===== src/rtl/rau_pkg.sv =====
// ----------------------------------------------------------------------------
// rau_pkg
// Types, codes and constants of the rational arithmetic unit.
// ----------------------------------------------------------------------------
package rau_pkg;

  localparam int OPERAND_WIDTH_DEF = 16;
  localparam int QUEUE_DEPTH       = 2;

  localparam int OP_W    = 4;
  localparam int NUM_FW  = 16;
  localparam int DEN_FW  = 15;
  localparam int RNUM_FW = 32;
  localparam int RDEN_FW = 30;

  localparam logic [OP_W-1:0] OP_ADD = 4'd0;
  localparam logic [OP_W-1:0] OP_SUB = 4'd1;
  localparam logic [OP_W-1:0] OP_MUL = 4'd2;
  localparam logic [OP_W-1:0] OP_DIV = 4'd3;
  localparam logic [OP_W-1:0] OP_EQ  = 4'd4;
  localparam logic [OP_W-1:0] OP_NE  = 4'd5;
  localparam logic [OP_W-1:0] OP_LT  = 4'd6;
  localparam logic [OP_W-1:0] OP_GT  = 4'd7;
  localparam logic [OP_W-1:0] OP_LE  = 4'd8;
  localparam logic [OP_W-1:0] OP_GE  = 4'd9;

  typedef struct packed {
    logic [OP_W-1:0]          operation;
    logic signed [NUM_FW-1:0] a_num;
    logic [DEN_FW-1:0]        a_den;
    logic signed [NUM_FW-1:0] b_num;
    logic [DEN_FW-1:0]        b_den;
  } in_req_t;

  typedef struct packed {
    logic signed [RNUM_FW-1:0] result_num;
    logic [RDEN_FW-1:0]        result_den;
    logic                      relation_true;
    logic                      status;
  } out_rsp_t;

endpackage


===== src/rtl/rau_queue.sv =====
// ----------------------------------------------------------------------------
// rau_queue
// Small FIFO between the front end and the reduction engine.
// ----------------------------------------------------------------------------
module rau_queue import rau_pkg::*; #(
  parameter int DW = 8
) (
  input  logic          clk,
  input  logic          rst_n,
  input  logic          push,
  input  logic [DW-1:0] push_data,
  output logic          full,
  input  logic          pop,
  output logic [DW-1:0] pop_data,
  output logic          empty
);

  localparam int AW = $clog2(QUEUE_DEPTH);
  localparam int CW = $clog2(QUEUE_DEPTH + 1);

  logic [DW-1:0] mem [QUEUE_DEPTH];
  logic [AW-1:0] wr_r, wr_nxt, rd_r, rd_nxt;
  logic [CW-1:0] cnt_r, cnt_nxt;
  logic          do_push, do_pop;

  assign full     = (cnt_r == CW'(QUEUE_DEPTH));
  assign empty    = (cnt_r == '0);
  assign do_push  = push && !full;
  assign do_pop   = pop && !empty;
  assign pop_data = mem[rd_r];

  always_comb begin
    wr_nxt  = do_push ? AW'(wr_r + 1'b1) : wr_r;
    rd_nxt  = do_pop  ? AW'(rd_r + 1'b1) : rd_r;
    cnt_nxt = cnt_r;
    if (do_push && !do_pop) begin
      cnt_nxt = CW'(cnt_r + 1'b1);
    end else if (do_pop && !do_push) begin
      cnt_nxt = CW'(cnt_r - 1'b1);
    end
  end

  always_ff @(posedge clk) begin
    if (!rst_n) begin
      wr_r  <= '0;
      rd_r  <= '0;
      cnt_r <= '0;
    end else begin
      wr_r  <= wr_nxt;
      rd_r  <= rd_nxt;
      cnt_r <= cnt_nxt;
    end
  end

  always_ff @(posedge clk) begin
    if (do_push) begin
      mem[wr_r] <= push_data;
    end
  end

endmodule


===== src/rtl/rau_front.sv =====
// ----------------------------------------------------------------------------
// rau_front
// Operand decode, cross products and request classification.
// ----------------------------------------------------------------------------
module rau_front import rau_pkg::*; #(
  parameter int W = OPERAND_WIDTH_DEF
) (
  input  logic              clk,
  input  logic              rst_n,
  input  logic              in_valid,
  output logic              in_ready,
  input  in_req_t           in_data,
  output logic              q_push,
  output logic [4*W+3:0]    q_data,
  input  logic              q_full
);

  localparam int MW = 2 * W;
  localparam int ZW = 64;

  // decode
  logic [ZW-1:0]       anz, adz, bnz, bdz;
  logic signed [W-1:0] dec_an, dec_bn;
  logic [W-2:0]        dec_ad, dec_bd;

  assign anz    = ZW'(unsigned'(in_data.a_num));
  assign bnz    = ZW'(unsigned'(in_data.b_num));
  assign adz    = ZW'(in_data.a_den);
  assign bdz    = ZW'(in_data.b_den);
  assign dec_an = signed'(anz[W-1:0]);
  assign dec_bn = signed'(bnz[W-1:0]);
  assign dec_ad = (adz[W-2:0] == '0) ? (W-1)'(1) : adz[W-2:0];
  assign dec_bd = (bdz[W-2:0] == '0) ? (W-1)'(1) : bdz[W-2:0];

  // stage 1: decoded operands
  logic                s1_v_r;
  logic [OP_W-1:0]     op1_r;
  logic signed [W-1:0] an1_r, bn1_r;
  logic [W-2:0]        ad1_r, bd1_r;

  // stage 2: products
  logic                 s2_v_r;
  logic [OP_W-1:0]      op2_r;
  logic signed [MW-1:0] lhs2_r, rhs2_r, nn2_r, dn2_r;
  logic [MW-1:0]        dd2_r;
  logic signed [W-1:0]  an2_r;
  logic [W-2:0]         ad2_r;
  logic                 eq2_r, bz2_r;

  logic s2_free, s1_adv;

  assign q_push   = s2_v_r;
  assign s2_free  = !s2_v_r || !q_full;
  assign s1_adv   = s1_v_r && s2_free;
  assign in_ready = !s1_v_r || s2_free;

  logic signed [W-1:0]  sad, sbd;
  logic signed [MW-1:0] lhs_c, rhs_c, nn_c, dn_c;
  logic [MW-1:0]        dd_c;

  assign sad   = signed'({1'b0, ad1_r});
  assign sbd   = signed'({1'b0, bd1_r});
  assign lhs_c = an1_r * sbd;
  assign rhs_c = bn1_r * sad;
  assign nn_c  = an1_r * bn1_r;
  assign dn_c  = sad * bn1_r;
  assign dd_c  = MW'(ad1_r) * MW'(bd1_r);

  always_ff @(posedge clk) begin
    if (!rst_n) begin
      s1_v_r <= 1'b0;
      s2_v_r <= 1'b0;
    end else begin
      if (in_ready) begin
        s1_v_r <= in_valid;
      end
      if (s2_free) begin
        s2_v_r <= s1_v_r;
      end
    end
  end

  always_ff @(posedge clk) begin
    if (in_valid && in_ready) begin
      op1_r <= in_data.operation;
      an1_r <= dec_an;
      ad1_r <= dec_ad;
      bn1_r <= dec_bn;
      bd1_r <= dec_bd;
    end
    if (s1_adv) begin
      op2_r  <= op1_r;
      lhs2_r <= lhs_c;
      rhs2_r <= rhs_c;
      nn2_r  <= nn_c;
      dn2_r  <= dn_c;
      dd2_r  <= dd_c;
      an2_r  <= an1_r;
      ad2_r  <= ad1_r;
      eq2_r  <= (an1_r == bn1_r) && (ad1_r == bd1_r);
      bz2_r  <= (bn1_r == '0);
    end
  end

  // classify: numerator/denominator to reduce, or a finished result
  logic signed [MW:0] nsel, dsel, nabs, dabs;
  logic               byp, rel, stat, neg;
  logic [MW-1:0]      un, ud;
  logic               lt, gt;

  assign lt = (lhs2_r < rhs2_r);
  assign gt = (rhs2_r < lhs2_r);

  always_comb begin
    nsel = '0;
    dsel = (MW+1)'(1);
    byp  = 1'b1;
    rel  = 1'b0;
    stat = 1'b0;
    case (op2_r)
      OP_ADD: begin
        nsel = (MW+1)'(lhs2_r) + (MW+1)'(rhs2_r);
        dsel = signed'({1'b0, dd2_r});
        byp  = 1'b0;
      end
      OP_SUB: begin
        nsel = (MW+1)'(lhs2_r) - (MW+1)'(rhs2_r);
        dsel = signed'({1'b0, dd2_r});
        byp  = 1'b0;
      end
      OP_MUL: begin
        nsel = (MW+1)'(nn2_r);
        dsel = signed'({1'b0, dd2_r});
        byp  = 1'b0;
      end
      OP_DIV: begin
        if (bz2_r) begin
          // zero divisor: hand back a as decoded
          nsel = (MW+1)'(an2_r);
          dsel = signed'((MW+1)'(ad2_r));
          stat = 1'b1;
        end else begin
          nsel = (MW+1)'(lhs2_r);
          dsel = (MW+1)'(dn2_r);
          byp  = 1'b0;
        end
      end
      OP_EQ:   rel = eq2_r;
      OP_NE:   rel = !eq2_r;
      OP_LT:   rel = lt;
      OP_GT:   rel = gt;
      OP_LE:   rel = !gt;
      OP_GE:   rel = !lt;
      default: rel = 1'b0;
    endcase
  end

  assign nabs   = nsel[MW] ? -nsel : nsel;
  assign dabs   = dsel[MW] ? -dsel : dsel;
  assign un     = nabs[MW-1:0];
  assign ud     = dabs[MW-1:0];
  assign neg    = (nsel[MW] ^ dsel[MW]) && (un != '0);
  assign q_data = {byp, neg, rel, stat, un, ud};

endmodule


===== src/rtl/rau_back.sv =====
// ----------------------------------------------------------------------------
// rau_back
// Binary gcd, restoring division by the gcd, result register.
// ----------------------------------------------------------------------------
module rau_back import rau_pkg::*; #(
  parameter int W = OPERAND_WIDTH_DEF
) (
  input  logic           clk,
  input  logic           rst_n,
  input  logic           q_empty,
  output logic           q_pop,
  input  logic [4*W+3:0] q_data,
  output logic           out_valid,
  input  logic           out_ready,
  output out_rsp_t       out_data
);

  localparam int MW = 2 * W;
  localparam int KW = $clog2(MW + 1);
  localparam int CW = $clog2(MW);
  // wide enough for the signed numerator and the result fields at any W
  localparam int XW = (MW + 2 > RNUM_FW) ? MW + 2 : RNUM_FW;

  localparam logic [1:0] ST_IDLE = 2'd0;
  localparam logic [1:0] ST_GCD  = 2'd1;
  localparam logic [1:0] ST_DIV  = 2'd2;
  localparam logic [1:0] ST_FIN  = 2'd3;

  logic          e_byp, e_neg, e_rel, e_stat;
  logic [MW-1:0] e_un, e_ud;
  assign {e_byp, e_neg, e_rel, e_stat, e_un, e_ud} = q_data;

  logic [1:0]    st_r, st_nxt;
  logic [MW-1:0] x_r, x_nxt, y_r, y_nxt, g_r, g_nxt;
  logic [KW-1:0] k_r, k_nxt;
  logic [MW-1:0] qn_r, qn_nxt, qd_r, qd_nxt, rmn_r, rmn_nxt, rmd_r, rmd_nxt;
  logic [CW-1:0] cnt_r, cnt_nxt;
  logic          neg_r, neg_nxt, rel_r, rel_nxt, stat_r, stat_nxt;
  logic          out_v_r, out_v_nxt;
  out_rsp_t      out_r, out_nxt;

  logic [MW:0]   tn, td, tns, tds;
  logic          gn, gd;
  logic [XW-1:0] nm, sv, dm;

  // one quotient bit per cycle on both dividends
  assign tn  = {rmn_r, qn_r[MW-1]};
  assign td  = {rmd_r, qd_r[MW-1]};
  assign gn  = (tn >= {1'b0, g_r});
  assign gd  = (td >= {1'b0, g_r});
  assign tns = gn ? (tn - {1'b0, g_r}) : tn;
  assign tds = gd ? (td - {1'b0, g_r}) : td;

  assign nm = XW'(qn_r);
  assign dm = XW'(qd_r);
  assign sv = neg_r ? (~nm + XW'(1)) : nm;

  always_comb begin
    st_nxt    = st_r;
    x_nxt     = x_r;
    y_nxt     = y_r;
    k_nxt     = k_r;
    g_nxt     = g_r;
    qn_nxt    = qn_r;
    qd_nxt    = qd_r;
    rmn_nxt   = rmn_r;
    rmd_nxt   = rmd_r;
    cnt_nxt   = cnt_r;
    neg_nxt   = neg_r;
    rel_nxt   = rel_r;
    stat_nxt  = stat_r;
    out_nxt   = out_r;
    out_v_nxt = out_v_r && !out_ready;
    q_pop     = 1'b0;
    case (st_r)
      ST_IDLE: begin
        if (!q_empty) begin
          q_pop    = 1'b1;
          qn_nxt   = e_un;
          qd_nxt   = e_ud;
          x_nxt    = e_un;
          y_nxt    = e_ud;
          k_nxt    = '0;
          neg_nxt  = e_neg;
          rel_nxt  = e_rel;
          stat_nxt = e_stat;
          st_nxt   = e_byp ? ST_FIN : ST_GCD;
        end
      end
      ST_GCD: begin
        if (x_r == '0) begin
          g_nxt   = y_r << k_r;
          rmn_nxt = '0;
          rmd_nxt = '0;
          cnt_nxt = CW'(MW - 1);
          st_nxt  = ST_DIV;
        end else if (!x_r[0] && !y_r[0]) begin
          x_nxt = x_r >> 1;
          y_nxt = y_r >> 1;
          k_nxt = KW'(k_r + 1'b1);
        end else if (!x_r[0]) begin
          x_nxt = x_r >> 1;
        end else if (!y_r[0]) begin
          y_nxt = y_r >> 1;
        end else if (x_r >= y_r) begin
          x_nxt = (x_r - y_r) >> 1;
        end else begin
          y_nxt = (y_r - x_r) >> 1;
        end
      end
      ST_DIV: begin
        rmn_nxt = tns[MW-1:0];
        rmd_nxt = tds[MW-1:0];
        qn_nxt  = {qn_r[MW-2:0], gn};
        qd_nxt  = {qd_r[MW-2:0], gd};
        cnt_nxt = CW'(cnt_r - 1'b1);
        if (cnt_r == '0) begin
          st_nxt = ST_FIN;
        end
      end
      ST_FIN: begin
        if (!out_v_r || out_ready) begin
          out_nxt.result_num    = signed'(sv[RNUM_FW-1:0]);
          out_nxt.result_den    = dm[RDEN_FW-1:0];
          out_nxt.relation_true = rel_r;
          out_nxt.status        = stat_r;
          out_v_nxt             = 1'b1;
          st_nxt                = ST_IDLE;
        end
      end
      default: st_nxt = ST_IDLE;
    endcase
  end

  always_ff @(posedge clk) begin
    if (!rst_n) begin
      st_r    <= ST_IDLE;
      out_v_r <= 1'b0;
    end else begin
      st_r    <= st_nxt;
      out_v_r <= out_v_nxt;
    end
  end

  always_ff @(posedge clk) begin
    x_r    <= x_nxt;
    y_r    <= y_nxt;
    k_r    <= k_nxt;
    g_r    <= g_nxt;
    qn_r   <= qn_nxt;
    qd_r   <= qd_nxt;
    rmn_r  <= rmn_nxt;
    rmd_r  <= rmd_nxt;
    cnt_r  <= cnt_nxt;
    neg_r  <= neg_nxt;
    rel_r  <= rel_nxt;
    stat_r <= stat_nxt;
    out_r  <= out_nxt;
  end

  assign out_valid = out_v_r;
  assign out_data  = out_r;

endmodule


===== src/rtl/rational_arithmetic_unit.sv =====
// Path: the front stages (decode, products), the queue, then the back end:
//   arithmetic ops take the binary-gcd steps plus 2*W division steps before
//   the result register; compares and zero-divisor go straight to it.
// The back end takes a new request only once its gcd loop and the
//   one-bit-per-cycle divider are through with the last; the front keeps filling the queue.
// Reset: synchronous active-low rst_n clears valids, queue pointers and state.
// ----------------------------------------------------------------------------
// rational_arithmetic_unit
// Fraction add/sub/mul/div with gcd reduction, and six relations.
// ----------------------------------------------------------------------------
module rational_arithmetic_unit import rau_pkg::*; #(
  parameter int OPERAND_WIDTH = OPERAND_WIDTH_DEF
) (
  input  logic     clk,
  input  logic     rst_n,
  input  logic     in_valid,
  output logic     in_ready,
  input  in_req_t  in_data,
  output logic     out_valid,
  input  logic     out_ready,
  output out_rsp_t out_data
);

  // queue entry: {bypass, neg, relation, status, |num|, |den|}
  localparam int EW = 4 * OPERAND_WIDTH + 4;

  logic          q_push, q_full, q_pop, q_empty;
  logic [EW-1:0] q_wdata, q_rdata;

  // front: decode operands, zero denominators read as one, form cross
  // products, finish compares and divide-by-zero right away
  rau_front #(.W(OPERAND_WIDTH)) u_front (
    .clk      (clk),
    .rst_n    (rst_n),
    .in_valid (in_valid),
    .in_ready (in_ready),
    .in_data  (in_data),
    .q_push   (q_push),
    .q_data   (q_wdata),
    .q_full   (q_full)
  );

  // decouples the pipelined front from the long-running reduction
  rau_queue #(.DW(EW)) u_queue (
    .clk       (clk),
    .rst_n     (rst_n),
    .push      (q_push),
    .push_data (q_wdata),
    .full      (q_full),
    .pop       (q_pop),
    .pop_data  (q_rdata),
    .empty     (q_empty)
  );

  // back: gcd of magnitudes, divide both by it, put sign on numerator;
  // result register lets the next request start while this one waits
  rau_back #(.W(OPERAND_WIDTH)) u_back (
    .clk       (clk),
    .rst_n     (rst_n),
    .q_empty   (q_empty),
    .q_pop     (q_pop),
    .q_data    (q_rdata),
    .out_valid (out_valid),
    .out_ready (out_ready),
    .out_data  (out_data)
  );

endmodule


===== config.mk =====
export PLATFORM = sky130hd
export DESIGN_NAME = rational_arithmetic_unit
export DESIGN_NICKNAME = d
export VERILOG_FILES = /design/src/rtl/rau_pkg.sv /design/src/rtl/rau_queue.sv /design/src/rtl/rau_front.sv /design/src/rtl/rau_back.sv /design/src/rtl/rational_arithmetic_unit.sv
export SDC_FILE = /design/constraint.sdc
export NUM_CORES = 2
export LEC_CHECK = 0
export BUFFER_PORTS_ARGS = -buffer_cell sky130_fd_sc_hd__buf_2
export CORE_MARGIN = 8
export CORE_UTILIZATION = 55
export CTS_CLUSTER_DIAMETER = 120
export DETAILED_ROUTE_END_ITERATION = 10
export PLACE_DENSITY = 0.71
export SYNTH_ARGS = -nofsm -noshare
export SYNTH_HDL_FRONTEND = slang
export SYNTH_SLANG_ARGS = --single-unit

===== constraint.sdc =====
create_clock -name clk -period 8.85 [get_ports clk]
set_input_delay 1.3275 -clock clk [delete_from_list [all_inputs] [get_ports clk]]
set_output_delay 1.3275 -clock clk [all_outputs]
set_load 0.005 [all_outputs]

==> impl_metrics.toml <==
[layout]
seqCellArea_sq_um = 20200
fillers = 11778
multi_input_area_sq_um = 50400
drive_gt1_frac = 0.0772
fin_nets = 9192
area_growth_pct = 6.62

[timing]
finalSetupViolCount = 0
fin_skew_ns = 0.0689
tightest_slew_ns = 1.24
rsz0062_at_grt = "no"
finalCriticalPeriod_ns = 8.02
fmaxAchievable_mhz = 125
slew_viol_final = 0
hold_viol = 0
slew_headroom = 0.172
tns_ns = 0
layout_worst_path_cycle_share = 0.906

[synth]
ys_seq_area_frac = 0.264
synth_common_cells = "inv_1, fa_1, nand2_1, edfxtp_1, ha_1"
synthesis.instances = 7709
ys_async_sr_fraction = 0
synth_top_cells_by_area = "edfxtp_1, fa_1, ha_1"
avgSynthCellArea_sq_um = 9.95
synth_nets = 9282
ys.flop_type = "edfxtp_1"
syn_area_sq_um = 76700
post-synth-top-count-cell = "inv_1"
synth-warning-count = 0
synth_edf_count = 667
synth_top_cell_by_area = "edfxtp_1"
ys_ff_latch = 677
ys_types = 116
netlist.area_leader.share = 0.261

[critical_path]
crit_type = "reg -> reg"
crit_required_ns = 9.38
worstPathArrival_ns = 8.55
end_kind = "register"
critPathLaunchType = "register"
path_max_fanout = 21

[global_routing]
grt_max_degree = 160
grt_pass1_vias = 58276
grt_use_total = 0.292
antenna_found_initial = 11
grt_pass1_wl_um = 342000
grt.overflow.total = 0

[route]
wire_per_inst_um = 23.2
dr_total_vias = 56601
viasPerCell = 5.92
drc = 0
initialDrtViolationCount = 5018
finalWirelength_um = 222000
dr.pass1.iters = 6
ant_nets = 0

[die]
die_area_sq_um = 152000
start_util = 0.552
dieWidth_um = 390
rows = 137
core_sq_um = 139000
die_h_um = 390
ios = 136

[cts]
cts_resized = 0
cts_buffer_depth = 3
clk_latency_ns = 0.72
ctsHoldBuffers = 0
cts_made_buffers = 81
root_buffer = "clkbuf_16"
ctsHtreeMaxLevel = 3
clkSinkCount = 677
cts_tree = "done"
clk_pin_slew_ns = 0.07
cts_setup_buffers = 0

[placement]
dp_hpwl_um = 177000
gp_congestion = 0.977
io_buffers = 135

[run_status]
status = "finished, final reports clean"

[hold_path]
hold_path_class = "reg -> reg"

[run]
drv_cap = 0
## metrics by stage
step | setup slack [ns] | hold slack, ns | utilization | cell area (sq um) | cells
after floorplan | 0.324 | 0.400 | - | 76700 | 7709
after global placement | 0.913 | 0.405 | 0.568 | 79000 | 9412
after detailed placement | 0.897 | 0.409 | 0.568 | 79000 | 9412
after CTS | 0.846 | 0.420 | 0.588 | 81800 | 9561
after global routing | 0.428 | 0.424 | 0.589 | 81800 | 9565
final | 0.827 | 0.419 | 0.589 | 81800 | 9567
## per-layer routing
layer / GRT usage / vias to the layer above / wire length [um]
li1: - / 25389 / -
met1: 0.376 / 28488 / 88300
met2: 0.476 / 2224 / 103000
met3: 0.0471 / 498 / 16900
met4: 0.152 / 2 / 13800
met5: 0 / - / 13
## logic make-up (layout without fill, tap and decap cells)
logic type,Yosys count,in the layout,share of synthesized area
adder cells (fa/ha/maj),1503,1503,0.336
AO/OA/AOI/OAI,1164,1164,0.103
other,0,6,0
XOR/XNOR,327,327,0.0373
AND/OR/NAND/NOR,2140,2140,0.140
multiplexers,256,256,0.0392
buffers and inverters,1642,1618,0.0815
flip-flops,677,677,0.264
## worst paths after layout
path,end,depth (start not counted),startpoint,slack [ns]
worst max register to register,u_front.nn2_r[31],22,u_front.an1_r[10],0.83
worst min-delay path,u_front.op2_r[3],0,u_front.op1_r[3],0.42
worst min register to register,u_front.op2_r[3],0,u_front.op1_r[3],0.42
worst max-delay path,u_front.nn2_r[31],22,u_front.an1_r[10],0.83
## placed cells by master (no fill, tap or decap), types with 85 or more instances in the layout
cell type,synthesis,layout
a21o_1,107,106
a21oi_1,306,305
and2_1,500,499
buf_2,24,135
buf_4,7,93
edfxtp_1,667,667
fa_1,927,927
ha_1,576,575
inv_1,1236,1236
mux2_2,116,116
mux2i_1,116,116
nand2_1,683,683
nand3_1,87,87
nor2_1,416,411
o21ai_0,181,181
xnor2_1,242,242
xor2_1,85,85
## state kept, by name, summed over array words and instances, names as in the netlist, 4 cells and up, named ones only
name	count
u_back.out_data	64
u_front.bn1_r	16
u_front.an2_r	16
u_front.op1_r	4
u_back.qn_r	32
u_back.qd_r	32
u_front.lhs2_r	32
u_back.g_r	32
u_front.dd2_r	30
u_front.bd1_r	15
u_back.y_r	32
u_front.ad1_r	15
u_back.cnt_r	5
u_front.op2_r	4
u_back.x_r	32
u_back.rmd_r	32
u_queue.mem	136
u_front.rhs2_r	32
u_front.nn2_r	32
u_back.k_r	6
u_front.ad2_r	15
u_back.rmn_r	32
u_front.an1_r	16
## layout make-up
| cell class | instances | share of cell area |
|---|---|---|
| multi-input cells | 5390 | 0.616 |
| flip-flops and latches | 677 | 0.247 |
| inverters | 1240 | 0.0569 |
| well taps | 1876 | 0.0287 |
| clock buffers | 94 | 0.0254 |
| repair buffers | 229 | 0.0170 |
| clock inverters | 55 | 0.00898 |
| diodes | 6 | 0.000184 |
## worst max-delay path, stage by stage, from the launching register on
cell and delay (ns):
edfxtp_1 1.06, nand2_1 0.18, fa_1 0.55, fa_1 0.46, fa_1 0.54, inv_1 0.07, fa_1 0.50, fa_1 0.49
inv_1 0.05, fa_1 0.47, inv_1 0.04, ha_1 0.33, and2_1 0.18, a31o_2 0.21, a41o_1 0.21, o41ai_1 0.62
o2111ai_1 0.29, and3_1 0.27, o41ai_1 0.54, o21ai_0 0.25, o21ai_0 0.26, a21oi_1 0.10, a31oi_1 0.17
Power is left out: the tool's default activity adds up to more than one toggle a clock period on the data nets, which glitch-free logic cannot reach.
